File: src/hdl/hhc_pkg.sv
// ----------------------------------------------------------------------------
// hhc_pkg
// Shared types, codes and byte classes for the header field check.
// ----------------------------------------------------------------------------
package hhc_pkg;

   localparam logic [1:0] KIND_NAME  = 2'd0;
   localparam logic [1:0] KIND_VALUE = 2'd1;
   localparam logic [1:0] KIND_END   = 2'd2;

   localparam logic [1:0] ERR_NONE       = 2'd0;
   localparam logic [1:0] ERR_EMPTY_NAME = 2'd1;
   localparam logic [1:0] ERR_NAME_BYTE  = 2'd2;
   localparam logic [1:0] ERR_VALUE_BYTE = 2'd3;

   localparam logic [1:0] PH_NORMAL  = 2'd0;
   localparam logic [1:0] PH_CR      = 2'd1;
   localparam logic [1:0] PH_CRLF    = 2'd2;
   localparam logic [1:0] PH_FOLDING = 2'd3;

   localparam logic [7:0] CH_CR = 8'h0D;
   localparam logic [7:0] CH_LF = 8'h0A;
   localparam logic [7:0] CH_SP = 8'h20;
   localparam logic [7:0] CH_HT = 8'h09;

   localparam int QUEUE_DEPTH = 4;
   localparam int QPTR_W      = $clog2(QUEUE_DEPTH);
   localparam int QCNT_W      = $clog2(QUEUE_DEPTH + 1);

   // One classified item as it waits between the front and the back.
   typedef struct packed {
      logic [1:0] kind;
      logic [7:0] data;
      logic       name_ok;
      logic       content;
      logic       blank;
      logic       cr;
      logic       lf;
   } qent_type;

   typedef struct packed {
      logic full;
      logic empty;
   } qstat_type;

   function automatic logic is_vchar_obs(input logic [7:0] c);
      return (c >= 8'h21 && c <= 8'h7E) || c >= 8'h80;
   endfunction

   function automatic logic is_tchar(input logic [7:0] c);
      logic alnum;
      alnum = (c >= "0" && c <= "9") || (c >= "A" && c <= "Z") || (c >= "a" && c <= "z");
      return alnum || c == "!" || c == "#" || c == "$" || c == "%" || c == "&"
         || c == 8'h27 || c == "*" || c == "+" || c == "-" || c == "." || c == "^"
         || c == "_" || c == 8'h60 || c == "|" || c == "~";
   endfunction

   function automatic logic is_blank(input logic [7:0] c);
      return c == CH_SP || c == CH_HT;
   endfunction

endpackage

File: src/hdl/hhc_front.sv
// ----------------------------------------------------------------------------
// hhc_front
// Accepts input items and classifies the byte before it enters the queue.
// ----------------------------------------------------------------------------
module hhc_front (
   input  logic              req_valid,
   output logic              req_stall,
   input  logic [1:0]        req_item_kind,
   input  logic [7:0]        req_data_byte,
   input  logic              strict_names,
   input  hhc_pkg::qstat_type q_stat,
   output logic              push,
   output hhc_pkg::qent_type push_ent
);
   import hhc_pkg::*;

   assign req_stall = q_stat.full;
   assign push      = req_valid && !q_stat.full;

   always_comb begin
      push_ent.kind    = req_item_kind;
      push_ent.data    = req_data_byte;
      push_ent.name_ok = strict_names ? is_tchar(req_data_byte)
                                      : is_vchar_obs(req_data_byte);
      push_ent.content = is_vchar_obs(req_data_byte) || is_blank(req_data_byte);
      push_ent.blank   = is_blank(req_data_byte);
      push_ent.cr      = (req_data_byte == CH_CR);
      push_ent.lf      = (req_data_byte == CH_LF);
   end

endmodule

File: src/hdl/hhc_queue.sv
// ----------------------------------------------------------------------------
// hhc_queue
// Short first-in first-out queue of classified items between front and back.
// ----------------------------------------------------------------------------
module hhc_queue (
   input  logic               clock,
   input  logic               reset,
   input  logic               push,
   input  hhc_pkg::qent_type  push_ent,
   input  logic               pop,
   output hhc_pkg::qent_type  head_ent,
   output hhc_pkg::qstat_type q_stat
);
   import hhc_pkg::*;

   qent_type            ent_ff [QUEUE_DEPTH];
   logic [QPTR_W-1:0]   wr_ptr_ff, wr_ptr_in;
   logic [QPTR_W-1:0]   rd_ptr_ff, rd_ptr_in;
   logic [QCNT_W-1:0]   count_ff, count_in;

   assign q_stat.full  = (count_ff == QCNT_W'(QUEUE_DEPTH));
   assign q_stat.empty = (count_ff == '0);
   assign head_ent     = ent_ff[rd_ptr_ff];

   always_comb begin
      wr_ptr_in = push ? wr_ptr_ff + 1'b1 : wr_ptr_ff;
      rd_ptr_in = pop ? rd_ptr_ff + 1'b1 : rd_ptr_ff;
      count_in  = count_ff;
      if (push && !pop) begin
         count_in = count_ff + 1'b1;
      end else if (pop && !push) begin
         count_in = count_ff - 1'b1;
      end
   end

   always_ff @(posedge clock) begin
      if (reset) begin
         wr_ptr_ff <= '0;
         rd_ptr_ff <= '0;
         count_ff  <= '0;
      end else begin
         wr_ptr_ff <= wr_ptr_in;
         rd_ptr_ff <= rd_ptr_in;
         count_ff  <= count_in;
      end
   end

   always_ff @(posedge clock) begin
      if (push) begin
         ent_ff[wr_ptr_ff] <= push_ent;
      end
   end

endmodule

File: src/hdl/hhc_back.sv
// ----------------------------------------------------------------------------
// hhc_back
// Runs the header state (fold phase, name seen, held error) on queued items
// and holds each result in an output register until it is taken.
// ----------------------------------------------------------------------------
module hhc_back (
   input  logic               clock,
   input  logic               reset,
   input  hhc_pkg::qent_type  head_ent,
   input  hhc_pkg::qstat_type q_stat,
   output logic               pop,
   output logic               rsp_valid,
   input  logic               rsp_stall,
   output logic [7:0]         rsp_out_byte,
   output logic               rsp_byte_valid,
   output logic               rsp_header_done,
   output logic [1:0]         rsp_error_code
);
   import hhc_pkg::*;

   logic [1:0] phase_ff, phase_in;
   logic       seen_ff, seen_in;
   logic [1:0] err_ff, err_in;
   logic       valid_ff;
   logic [7:0] byte_ff;
   logic       bvalid_ff;
   logic       done_ff;
   logic [1:0] code_ff;

   logic       out_free;
   logic       emit, done;
   logic [7:0] ob;
   logic [1:0] code;

   assign out_free = !valid_ff || !rsp_stall;
   assign pop      = out_free && !q_stat.empty;

   always_comb begin
      phase_in = phase_ff;
      seen_in  = seen_ff;
      err_in   = err_ff;
      emit     = 1'b0;
      done     = 1'b0;
      ob       = head_ent.data;
      code     = ERR_NONE;
      if (head_ent.kind == KIND_END) begin
         done = 1'b1;
         code = err_ff;
         if (code == ERR_NONE && !seen_ff) begin
            code = ERR_EMPTY_NAME;
         end
         if (code == ERR_NONE && (phase_ff == PH_CR || phase_ff == PH_CRLF)) begin
            code = ERR_VALUE_BYTE;
         end
         phase_in = PH_NORMAL;
         seen_in  = 1'b0;
         err_in   = ERR_NONE;
      end else if (head_ent.kind == KIND_NAME && err_ff == ERR_NONE) begin
         seen_in = 1'b1;
         if (!head_ent.name_ok) begin
            err_in = ERR_NAME_BYTE;
         end
      end else if (head_ent.kind == KIND_VALUE && err_ff == ERR_NONE) begin
         if (!seen_ff) begin
            err_in = ERR_EMPTY_NAME;
         end else begin
            case (phase_ff)
               PH_CR: begin
                  if (head_ent.lf) begin
                     phase_in = PH_CRLF;
                  end else begin
                     err_in = ERR_VALUE_BYTE;
                  end
               end
               PH_CRLF: begin
                  if (head_ent.blank) begin
                     phase_in = PH_FOLDING;
                     emit     = 1'b1;
                     ob       = CH_SP;
                  end else begin
                     err_in = ERR_VALUE_BYTE;
                  end
               end
               default: begin
                  // Inside a fold, spaces and tabs are dropped silently.
                  if (!(phase_ff == PH_FOLDING && head_ent.blank)) begin
                     if (head_ent.cr) begin
                        phase_in = PH_CR;
                     end else if (head_ent.content) begin
                        phase_in = PH_NORMAL;
                        emit     = 1'b1;
                     end else begin
                        err_in = ERR_VALUE_BYTE;
                     end
                  end
               end
            endcase
         end
      end
   end

   always_ff @(posedge clock) begin
      if (reset) begin
         phase_ff <= PH_NORMAL;
         seen_ff  <= 1'b0;
         err_ff   <= ERR_NONE;
         valid_ff <= 1'b0;
      end else begin
         if (pop) begin
            phase_ff <= phase_in;
            seen_ff  <= seen_in;
            err_ff   <= err_in;
         end
         if (out_free) begin
            valid_ff <= pop && (emit || done);
         end
      end
   end

   always_ff @(posedge clock) begin
      if (out_free) begin
         byte_ff   <= emit ? ob : 8'd0;
         bvalid_ff <= emit;
         done_ff   <= done;
         code_ff   <= code;
      end
   end

   assign rsp_valid       = valid_ff;
   assign rsp_out_byte    = byte_ff;
   assign rsp_byte_valid  = bvalid_ff;
   assign rsp_header_done = done_ff;
   assign rsp_error_code  = code_ff;

endmodule

File: src/hdl/http_header_check_unfold.sv
// ----------------------------------------------------------------------------
// http_header_check_unfold
// Checks one streamed header field and rewrites obsolete line folds.
// ----------------------------------------------------------------------------
// The block takes one item per clock cycle for as long as neither side stalls.
// The front classifies the byte and writes it into a four-entry queue, and
// the back updates the fold and error state and loads the result register.
// The queue lets the input keep flowing for four items while the output is
// stalled. Name, value and end items are taken alike; only value bytes that
// survive the check and the end marker produce results. The strict_names
// register is written through the csr_ port, which is always ready; write it
// only while no item is in flight.
module http_header_check_unfold (
   input  logic       clock,
   input  logic       reset,
   input  logic       req_valid,
   output logic       req_stall,
   input  logic [1:0] req_item_kind,
   input  logic [7:0] req_data_byte,
   output logic       rsp_valid,
   input  logic       rsp_stall,
   output logic [7:0] rsp_out_byte,
   output logic       rsp_byte_valid,
   output logic       rsp_header_done,
   output logic [1:0] rsp_error_code,
   input  logic       csr_valid,
   output logic       csr_ready,
   input  logic       csr_data
);
   import hhc_pkg::*;

   logic      strict_ff;
   logic      push, pop;
   qent_type  push_ent, head_ent;
   qstat_type q_stat;

   assign csr_ready = 1'b1;

   always_ff @(posedge clock) begin
      if (reset) begin
         strict_ff <= 1'b1;
      end else if (csr_valid && csr_ready) begin
         strict_ff <= csr_data;
      end
   end

   hhc_front u_front (
      .req_valid     (req_valid),
      .req_stall     (req_stall),
      .req_item_kind (req_item_kind),
      .req_data_byte (req_data_byte),
      .strict_names  (strict_ff),
      .q_stat        (q_stat),
      .push          (push),
      .push_ent      (push_ent)
   );

   hhc_queue u_queue (
      .clock    (clock),
      .reset    (reset),
      .push     (push),
      .push_ent (push_ent),
      .pop      (pop),
      .head_ent (head_ent),
      .q_stat   (q_stat)
   );

   hhc_back u_back (
      .clock           (clock),
      .reset           (reset),
      .head_ent        (head_ent),
      .q_stat          (q_stat),
      .pop             (pop),
      .rsp_valid       (rsp_valid),
      .rsp_stall       (rsp_stall),
      .rsp_out_byte    (rsp_out_byte),
      .rsp_byte_valid  (rsp_byte_valid),
      .rsp_header_done (rsp_header_done),
      .rsp_error_code  (rsp_error_code)
   );

endmodule

File: config.mk
export PLATFORM = sky130hd
export DESIGN_NAME = http_header_check_unfold
export DESIGN_NICKNAME = d
export VERILOG_FILES = /design/src/hdl/hhc_pkg.sv /design/src/hdl/hhc_front.sv /design/src/hdl/hhc_queue.sv /design/src/hdl/hhc_back.sv /design/src/hdl/http_header_check_unfold.sv
export SDC_FILE = /design/constraint.sdc
export NUM_CORES = 1
export LEC_CHECK = 0
export ABC_CLOCK_PERIOD_IN_PS = 3100
export BUFFER_PORTS_ARGS = -buffer_cell sky130_fd_sc_hd__buf_2
export CORE_ASPECT_RATIO = 0.8
export CORE_UTILIZATION = 50
export DETAILED_ROUTE_END_ITERATION = 10
export PLACE_DENSITY = 0.76
export SYNTH_ARGS = -nofsm -noshare
export SYNTH_HDL_FRONTEND = slang
export SYNTH_SLANG_ARGS = --single-unit
export TNS_END_PERCENT = 1
File: constraint.sdc
create_clock -name clock -period 3.1 [get_ports clock]
set_input_delay 0.31 -clock clock [delete_from_list [all_inputs] [get_ports clock]]
set_output_delay 0.31 -clock clock [all_outputs]
set_load 0.05 [all_outputs]
After elaboration in Yosys (flattened, before gate mapping) --
Memories as Yosys holds them, arrays and structs flattened. A register that Yosys moved wholly into a read port is not among the register bits. Cells that the tools add are included.
Word-level totals: input port bits 16, bits in registers 26, word-level logic and storage cells 167, bits in writable memories 60, output and inout port bits 15, memories 1
Operators by class: muxes and demuxes 49, add/subtract/negate cells 4, reductions and logical operators 57, magnitude comparators 9, equal/unequal tests 35
Memories:
- u_queue.ent_ff | depth 4, width 15, rd ports 1, clocked after memory_dff 1, write ports 1, RTL line hhc_queue.sv:16 | qent_type ent_ff [QUEUE_DEPTH];
Operators by type and width (number):
- $eq A8 B6 Y1 const B | 11
- $mux W2 | 24
- $mux W8 | 6
- $eq A8 B7 Y1 const B | 5
- $eq A8 B4 Y1 const B | 3
- $le A8 B7 Y1 const B | 3
- $logic_or A1 B1 Y1 | 23
- $ne A6 B6 Y1 const B | 3
- $ge A8 B6 Y1 const B | 2
- $ge A8 B7 Y1 const B | 2
- $reduce_and A8 Y1 | 2
- $logic_and A1 B1 Y1 | 14
- $mux W1 | 14
- $ne A5 B5 Y1 const B | 2
- $ge A8 B8 Y1 const B | 1
- $le A8 B6 Y1 const B | 1
- $pmux W2 S2 | 2
- $reduce_bool A2 Y1 | 4
- $logic_not A1 Y1 | 7
- $eq A2 B2 Y1 const B | 3
- $logic_not A2 Y1 | 3
- $mux W3 | 2
- $reduce_bool A5 Y1 | 1
- $add A2 B1 Y2 const B | 2
- other kinds (13) | 14

Longest topological paths before layout --
Gate-level depths: netlist of run 1.
depth in word-level cells 20, mapped depth 9, mapped depth without buffers 9

Hierarchy --
From an unflattened synthesis of run 1, not the netlist that was laid out.
Unflattened totals: cells, all modules 275, area, all modules 4013.8 um2
By module, submodules not included:
- hhc_queue | cells each 122, instances 1, area each 2623.8 um2, sequential area each 1981.9 um2
- hhc_back | cells each 88, instances 1, area each 953.4 um2, sequential area each 480.5 um2
- hhc_front | cells each 60, instances 1, area each 390.4 um2, sequential area each 0.0 um2
- http_header_check_unfold | cells each 5, instances 1, area each 46.3 um2, sequential area each 20.0 um2

Least setup slack after synthesis of run 1 --
Ideal clock, no wire load.
kind flip-flop to flip-flop, start point register u_queue.count_ff[0], end point register u_queue.count_ff[2], cell stages (with the launch flop) 10, path buffers 1, required time 3.029 ns, slack 0.220 ns, clock period less this slack 2.880 ns, library setup time 0.071 ns, arrival time 2.809 ns, path through dfxtp_1 nor3b_1 nor2b_1 clkbuf_1 ha_1 inv_1 fa_1 xor2_1 or3_1 a21oi_1
Between the ends: cells in the longest elaborated chain, start to end 6, elaborated cells between the ends (all ways) 15, classes of those cells 2 x add/sub; 1 x eq/ne; 2 x mux; 10 x reduce/logical
Ends and longest elaborated chain:
- start, declared | RTL line hhc_queue.sv:19 | logic [QCNT_W-1:0] count_ff, count_in;
- start signal, assigned | RTL line hhc_queue.sv:44 | count_ff <= count_in;
- $eq A3 B3 Y1 * | RTL line hhc_queue.sv:21 | assign q_stat.full = (count_ff == QCNT_W'(QUEUE_DEPTH));
- via req_stall | RTL line http_header_check_unfold.sv:17 | output logic req_stall,
- $logic_not A1 Y1 * | RTL line hhc_front.sv:18 | assign push = req_valid && !q_stat.full;
- $logic_and A1 B1 Y1 * | RTL line hhc_front.sv:18
- via push | RTL line http_header_check_unfold.sv:33 | logic push, pop;
- $logic_not A1 Y1 | RTL line hhc_queue.sv:31 | end else if (pop && !push) begin
- $logic_and A1 B1 Y1 | RTL line hhc_queue.sv:31
- $reduce_bool A2 Y1 (no source line)
Mark *: on every way through the listed nets, which the timed path passes. The rest lies on a longest branch. The select of a mux whose other input is x is not followed. A chain may end at the register's enable or synchronous reset.

==> impl_metrics.yaml, run 1 <==
detailed_routing:
  drt-pass1-iter-count: 4
  vias: 2135
  drt-initial-drc-count: 120
  via_per_inst: 5.678
  wl_per_cell_um: 17.73
  ant_nets: 0
  drt_wl_total_um: 6668
  drc_errors: 0
layout:
  areaGrowthSynthToFinish_pct: 10.65
  diodes: 0
  fin_util_pct: 57.06
  stdcell_count: 376
  final.fill_count: 594
  nets: 306
  final_cell_mix: "edfxtp_1, buf_2, nor2_1"
  layout-drive-gt1-share_pct: 22.73
  final_common_cell: "edfxtp_1"
cts:
  path_clk_slew_ps: 80
  cts_hold_buffers: 0
  cts_root_buf: "clkbuf_8"
  cts_resized: 0
  clock-sinks: 88
  cts_setup_buffers: 0
  clockBufferDepth: 2
  tritoncts: "done"
  clk_latency_ps: 360
  htreeDepth: 3
  cts_made_buffers: 9
critical_path:
  worst-path-max-fanout: 8
  critPathBufInv: 0
  cp.arrival_ps: 2670
  cp-end-kind: "flop"
  start_kind: "flop"
  crit_required_ps: 3350
  critPathSlowestCell: "mux4_2"
  rrSetupSlack_ps: 680
  crit_chain: "mux4_2 > a211oi_2 > o211ai_1 > a311oi_2 > mux2_1"
  critPathKind: "flop to flop"
  crit_family: "multiplexers"
  crit_path_max_incr_delay_ps: 630
timing:
  hold_viol: 0
  rsz0062_at_grt: "no"
  slew_viol_final: 0
  final.period_utilization_pct: 78.20
  setup-tns-final_ps: 0
  worst_slack_ps: 675.7
  slew_headroom_pct: 45.04
  fmax_mhz: 412.5
  setup_violations: 0
  worstMarginPinSlew_ps: 824.4
  skew_ps: 10.23
  worst_hold_slack_ps: 159.0
  min_period_ps: 2424
place:
  dp_hpwl_um: 4575
  dp_slack_ps: 653.0
  port_buffers: 29
  dp.cells: 360
  place_congestion: 0.8073
synth:
  syn_area_um2: 3794
  syn_avg_cell_area_um2: 15.24
  yosys-top-cells-area: "edfxtp_1, mux4_2, dfxtp_1, ha_1, nor2b_1"
  yosysTopAreaCell: "edfxtp_1"
  async_flop_share_pct: 0
  synth.distinct_cells: 51
  synth_edf_count: 72
  ys_seq_area_share_pct: 65.44
  ys_ff_latch: 88
  synth_cells: 249
  synth_top_cell_area_share_pct: 56.99
  ys.flop_type: "edfxtp_1"
  synth_nets: 274
  synth_warnings: 0
floorplanning:
  fp-row-count: 28
  start_util_pct: 51.56
  dieArea_um2: 7942
  die_y_um: 79.91
  die_width_um: 99.39
  coreArea_um2: 7357
  pin_count: 31
pwr:
  p_switching_mw: 1.123
  swShare_pct: 33.21
  seq_power_share_pct: 47.3
  p_per_area_nw_per_um2: 805.3
  comb_power_share_pct: 30.5
  p_clk_share_pct: 22.2
  p_leak_nw: 1.487
  power.internal_mw: 2.258
  irDropWorstVdd_mv: 0.2780
grt:
  antenna_found_initial: 0
  grt_max_degree: 20
  grt_remaining_overflow: 0
  grt_pass1_wl_um: 10780
  groute.usage.overall_pct: 18.92
  grt_pass1_vias: 2123
status:
  run_status: "completed"
hold_path:
  hp-class: "input pin to flop"
  hp-start: "csr_data"
flow_run:
  cap_violations: 0
[synth_stat cells, types with 4 or more instances]
cell,instances
ha_1,8
edfxtp_1,72
o21ai_0,4
inv_1,11
nor3_1,7
mux4_2,15
dfxtp_1,16
nor2_1,17
nand2_1,8
clkbuf_1,4
nor2b_1,11
o21a_1,4
and2_1,6
mux2i_1,5
a21oi_1,7
[power groups by stage]
stage	Sequential [mW]	Clock (mW)	Combinational [mW]
final	1.60	0.749	1.03
after global routing	1.63	0.796	1.12
after CTS	1.60	0.762	1.04
after detailed placement	1.63	0	1.04
after global placement	1.62	0	1.01
after floorplan	1.71	0	0.703
[area by class of cell]
type | instances | area, µm² | share of cell area, %
inverters | 11 | 41.29 | 0.9836
flip-flops and latches | 88 | 2482 | 59.14
clock buffers | 10 | 127.6 | 3.040
multi-input cells | 139 | 1206 | 28.73
repair buffers | 32 | 167.7 | 3.994
clock inverters | 6 | 60.06 | 1.431
well taps | 90 | 112.6 | 2.683
[state kept, by name (all words and copies together) (netlist names), named ones only]
| register | cells |
|---|---|
| u_queue.ent_ff | 60 |
| u_back.rsp_out_byte | 8 |
| u_queue.count_ff | 3 |
| u_back.err_ff | 2 |
| u_back.phase_ff | 2 |
| u_back.rsp_error_code | 2 |
| u_queue.rd_ptr_ff | 2 |
| u_queue.wr_ptr_ff | 2 |
| strict_ff | 1 |
| u_back.rsp_byte_valid | 1 |
| u_back.rsp_header_done | 1 |
| u_back.rsp_valid | 1 |
| u_back.seen_ff | 1 |
[path summary, 6_finish.rpt]
kind / to / cells past startpoint
max: u_back.err_ff[1]$_SDFFE_PP0P_ / 5
min: strict_ff$_SDFFE_PP1P_ / 2
min reg2reg: flop / 2
max reg2reg: u_back.err_ff[1]$_SDFFE_PP0P_ / 5
[per-layer routing]
layer	share of wire [%]	global-route usage [%]	up-vias
li1	-	-	1009
met1	44	23.22	1045
met5	0	0	-
met2	48	31.18	66
met3	5.6	5.429	15
met4	2.4	8.824	0
[logic make-up (layout without fill, tap and decap cells)]
family / Yosys count / in the layout / share of synthesized area (%)
fa+ha+maj: 9 / 9 / 3.166
compound gates: 34 / 34 / 6.959
mux: 22 / 22 / 10.82
simple gates: 68 / 68 / 9.598
other cells: 1 / 1 / 0.09885
flops: 88 / 88 / 65.44
xor+xnor: 5 / 5 / 1.155
buf+inv: 22 / 59 / 2.770
[per-stage QoR]
stage / power, mW / area, µm²
after floorplan: 2.417 / 3794
after global placement: 2.627 / 4010
after detailed placement: 2.663 / 4010
after CTS: 3.403 / 4198
after global routing: 3.542 / 4198
final: 3.380 / 4198
(Power assumes the default switching activity.)
==> inputs of run 2 (changes only) <==
ABC_CLOCK_PERIOD_IN_PS = 2530   (was 3100)
clock period = 2.53 ns   (was 3.1 ns; I/O delays follow)
==> run 2 against run 1 <==
  * Global-route usage down 1.1 points
  * Sequential power up 21%
  * Critical endpoint unchanged
  * Largest power group unchanged
  * Power up 26%
  * Critical path type unchanged
  * First-iteration DRC count down 28%
==> impl_metrics.yaml, run 2 (same netlist as run 1, synthesis figures left out) <==
layout:
  final_common_cell: "edfxtp_1"
  seq_area_um2: 2482
  fin_util_pct: 58.06
  multiInputGateArea_um2: 1211
  final.fill_count: 560
  nets: 312
  diodes: 0
  largest-register: "u_queue.ent_ff"
  final_cell_mix: "edfxtp_1, buf_2, nor2_1"
  layout-drive-gt1-share_pct: 24.32
  areaGrowthSynthToFinish_pct: 12.60
  largest_register_ffs: 60
  stdcell_count: 382
cts:
  cts_root_buf: "clkbuf_8"
  cts_resized: 0
  cts_setup_buffers: 0
  clock-sinks: 88
  path_clk_slew_ps: 80
  tritoncts: "done"
  htreeDepth: 3
  cts_made_buffers: 9
  cts_hold_buffers: 0
  clk_latency_ps: 350
  clockBufferDepth: 2
pwr:
  p_per_area_nw_per_um2: 993.6
  seq_power_share_pct: 45.8
  p_clk_share_pct: 24.0
  p_switching_mw: 1.352
  p_leak_nw: 1.529
  swShare_pct: 31.85
  irDropWorstVdd_mv: 0.3385
  power.internal_mw: 2.893
  comb_power_share_pct: 30.2
hold_path:
  min_path_cells: 2
  hp-start: "csr_data"
  hp-class: "input pin to flop"
  min_to: "strict_ff$_SDFFE_PP1P_"
timing:
  fmax_mhz: 426.7
  setup_violations: 0
  setup-tns-final_ps: 0
  rsz0062_at_grt: "no"
  worstMarginPinSlew_ps: 584.6
  final.period_utilization_pct: 92.62
  min_period_ps: 2343
  slew_headroom_pct: 60.48
  skew_ps: 3.277
  slew_viol_final: 0
  hold_viol: 0
detailed_routing:
  drt_wl_total_um: 6324
  drt-initial-drc-count: 87
  vias: 2123
  drc_errors: 0
  ant_nets: 0
  wl_per_cell_um: 16.55
  via_per_inst: 5.558
  drt-pass1-iter-count: 4
floorplanning:
  die_y_um: 79.91
  fp-row-count: 28
  start_util_pct: 51.56
  dieArea_um2: 7942
  pin_count: 31
  coreArea_um2: 7357
  die_width_um: 99.39
critical_path:
  cp-end-kind: "flop"
  worst-path-max-fanout: 7
  crit_required_ps: 2770
  start_kind: "flop"
  rrSetupSlack_ps: 190
  r2r_cells: 5
  critPathKind: "flop to flop"
  rr_endpoint: "u_back.err_ff[1]$_SDFFE_PP0P_"
  cp.arrival_ps: 2580
grt:
  antenna_found_initial: 0
  grt_remaining_overflow: 0
  groute.usage.overall_pct: 17.87
  grt_max_degree: 20
  grt_pass1_vias: 2040
  grt_pass1_wl_um: 10210
place:
  dp.cells: 366
  place_congestion: 0.8504
  port_buffers: 29
  dp_hpwl_um: 4176
flow_run:
  cap_violations: 0
status:
  run_status: "completed"
run 2: cell types whose count changed in the layout (fill, tap and decap cells not counted):
cell	previous run	this run
buf_4	3	9
bufinv_16	1	2
clkbuf_1	1	2
clkinv_2	2	0
clkinv_4	1	0
inv_6	0	1
nor3b_1	2	1
nor3b_2	0	1
run 2: how the worst max path moves through the flow:
stage | to | slack, ps | depth (start not counted)
3_3_place_gp | u_back.err_ff[1]$_SDFFE_PP0P_ | 230 | 5
5_1_grt | u_back.err_ff[1]$_SDFFE_PP0P_ | 20 | 5
6_report | u_back.err_ff[1]$_SDFFE_PP0P_ | 190 | 5
2_1_floorplan | u_queue.count_ff[2]$_SDFFE_PP0P_ | 180 | 9
3_5_place_dp | u_back.err_ff[1]$_SDFFE_PP0P_ | 180 | 5
4_1_cts | u_back.err_ff[1]$_SDFFE_PP0P_ | 160 | 5
run 2: final cells by class:
| cell class | count | area share [%] |
|---|---|---|
| sequential | 88 | 58.11 |
| multi-input combinational | 139 | 28.35 |
| timing repair buffer | 38 | 4.979 |
| clock buffer | 11 | 3.076 |
| tap | 90 | 2.636 |
| clock inverter | 5 | 1.875 |
| inverter | 11 | 0.9666 |
run 2: through the flow:
| step | hold slack [ps] | power (mW) | setup slack (ps) | instance area, µm² |
|---|---|---|---|---|
| CTS | 92.32 | 4.273 | 161.6 | 4272 |
| finish | 104.6 | 4.244 | 186.7 | 4272 |
| global placement | 460.5 | 3.236 | 230.0 | 4060 |
| global route | 89.06 | 4.473 | 24.47 | 4272 |
| detailed placement | 457.9 | 3.257 | 180.2 | 4060 |
| floorplan | 351.9 | 2.965 | 175.4 | 3799 |
run 2: power groups by stage:
stage               sequential (mW)  combinational (mW)  clock [mW]
finish                         1.94                1.28        1.02
global route                   1.97                1.40        1.10
CTS                            1.95                1.29        1.04
detailed placement             1.98                1.28           0
global placement               1.97                1.27           0
floorplan                      2.10               0.863           0
run 2: critical path, cell delays in order (launching register included):
cell and delay, ps:
dfxtp_1 560, mux4_2 620, a211oi_2 240, o211ai_1 120
a311oi_2 330, mux2_1 360
run 2: routing by layer:
layer / vias to the layer above / wire length [µm] / global-route usage (%)
li1: 1027 / - / -
met1: 1022 / 2917 / 23.19
met2: 63 / 2939 / 28.26
met3: 11 / 355 / 5.079
met4: 0 / 111 / 7.794
met5: - / 0 / 0
==> inputs of run 3 (changes only) <==
RECOVER_POWER = 25   (was not set)
==> run 3 against run 2 <==
  * Routed wire length about the same
  * Critical endpoint unchanged
  * First-iteration DRC count up 13%
  * Worst hold slack better by 1.2 ps
  * Count of clock-buffer cells in the layout unchanged
  * Cell count unchanged
  * Clock power about the same
  * Clock skew up 1.2 ps
  * Largest cell class unchanged
==> impl_metrics.yaml, run 3 (same netlist as run 1, synthesis figures left out) <==
cts:
  clock-sinks: 88
  cts_root_buf: "clkbuf_8"
  clockBufferDepth: 2
  clk_latency_ps: 350
  cts_setup_buffers: 0
  tritoncts: "done"
  htreeDepth: 3
  path_clk_slew_ps: 80
  cts_resized: 0
  cts_made_buffers: 9
  cts_hold_buffers: 0
critical_path:
  cp.arrival_ps: 2590
  start_kind: "flop"
  crit_chain: "mux4_2 > a211oi_2 > o211ai_1 > a311oi_2 > mux2_1"
  worst-path-max-fanout: 7
  cp-end-kind: "flop"
  crit_required_ps: 2770
  critPathSlowestCell: "mux4_2"
  critPathKind: "flop to flop"
  crit_path_max_incr_delay_ps: 620
layout:
  largest_register_ffs: 60
  final_common_cell: "edfxtp_1"
  layout-drive-gt1-share_pct: 20.89
  fin_area_um2: 4259
  largest-register: "u_queue.ent_ff"
  final_cell_mix: "edfxtp_1, buf_2, nor2_1"
  diodes: 0
  nets: 312
  areaGrowthSynthToFinish_pct: 12.27
floorplanning:
  dieArea_um2: 7942
  die_y_um: 79.91
  die_width_um: 99.39
  start_util_pct: 51.56
  coreArea_um2: 7357
  pin_count: 31
  fp-row-count: 28
grt:
  grt_max_degree: 20
  grt_pass1_wl_um: 10210
  grt_pass1_vias: 2040
  grt_remaining_overflow: 0
  antenna_found_initial: 0
  groute.usage.overall_pct: 17.87
place:
  port_buffers: 29
  dp_hpwl_um: 4176
  place_congestion: 0.8504
  placedInstanceArea_um2: 4060
timing:
  worst_hold_slack_ps: 105.8
  worstMarginPinSlew_ps: 584.2
  setup_violations: 0
  hold_viol: 0
  slew_headroom_pct: 60.50
  fmax_mhz: 426.4
  setup-tns-final_ps: 0
  rsz0062_at_grt: "no"
  skew_ps: 4.520
  slew_viol_final: 0
  min_period_ps: 2345
  final.period_utilization_pct: 92.69
detailed_routing:
  drt_wl_total_um: 6328
  wl_per_cell_um: 16.57
  drt-pass1-iter-count: 5
  via_per_inst: 5.597
  drt-met1-wl_um: 2990
  ant_nets: 0
  vias: 2138
  drt-initial-drc-count: 98
  top_layer: "met4"
  drc_errors: 0
  wl_met2_um: 2916
  wl_met3_um: 310
flow_run:
  cap_violations: 0
pwr:
  irDropWorstVdd_mv: 0.3384
  p_leak_nw: 1.502
  p_per_area_nw_per_um2: 995.5
hold_path:
  hp-class: "input pin to flop"
status:
  run_status: "completed"
[run 3: cell types whose count changed in the layout (fill, tap and decap cells not counted), sizes merged]
cell    delta
buf       -10
clkbuf    +10
[run 3: critical path, delay by kind of cell, from the launching register on]
family | cells | cell delay (ps)
AO/OA/AOI/OAI | 3 | 690
flip-flops | 1 | 560
multiplexers | 2 | 980
[run 3: power by group]
group / switching [mW] / leakage, nW / total (mW) / internal [mW]
Sequential: 0.142 / 0.819 / 1.94 / 1.80
Combinational: 0.746 / 0.582 / 1.28 / 0.532
Clock: 0.462 / 0.102 / 1.02 / 0.557
[run 3: per-layer routing]
layer / vias up / GRT usage, %
met5: - / 0
met4: 0 / 7.794
met3: 11 / 5.079
met2: 64 / 28.26
met1: 1034 / 23.19
li1: 1029 / -
[run 3: worst paths after layout]
path | startpoint | to | slack (ps) | cells past startpoint
max reg2reg | flop | u_back.err_ff[1]$_SDFFE_PP0P_ | 180 | 5
max | flop | u_back.err_ff[1]$_SDFFE_PP0P_ | 180 | 5
min reg2reg | u_queue.count_ff[2]$_SDFFE_PP0P_ | u_queue.count_ff[2]$_SDFFE_PP0P_ | 520 | 2
min | csr_data | strict_ff$_SDFFE_PP1P_ | 110 | 2
[run 3: final cells by class]
cell class	instances	area, µm²
Multi-Input combinational cell	139	1211
Tap cell	90	112.6
Clock buffer	11	131.4
Inverter	11	41.29
Clock inverter	5	80.08
Sequential cell	88	2482
Timing Repair Buffer	38	200.2
Fill cell	565	3098
[run 3: through the flow]
step,util [%],setup slack (ps),cells,total power [mW]
floorplan,-,175.4,249,2.965
global placement,55.19,230.0,366,3.236
detailed placement,55.19,180.2,366,3.257
CTS,58.06,161.6,382,4.273
global route,57.89,24.47,382,4.470
finish,57.89,184.9,382,4.240
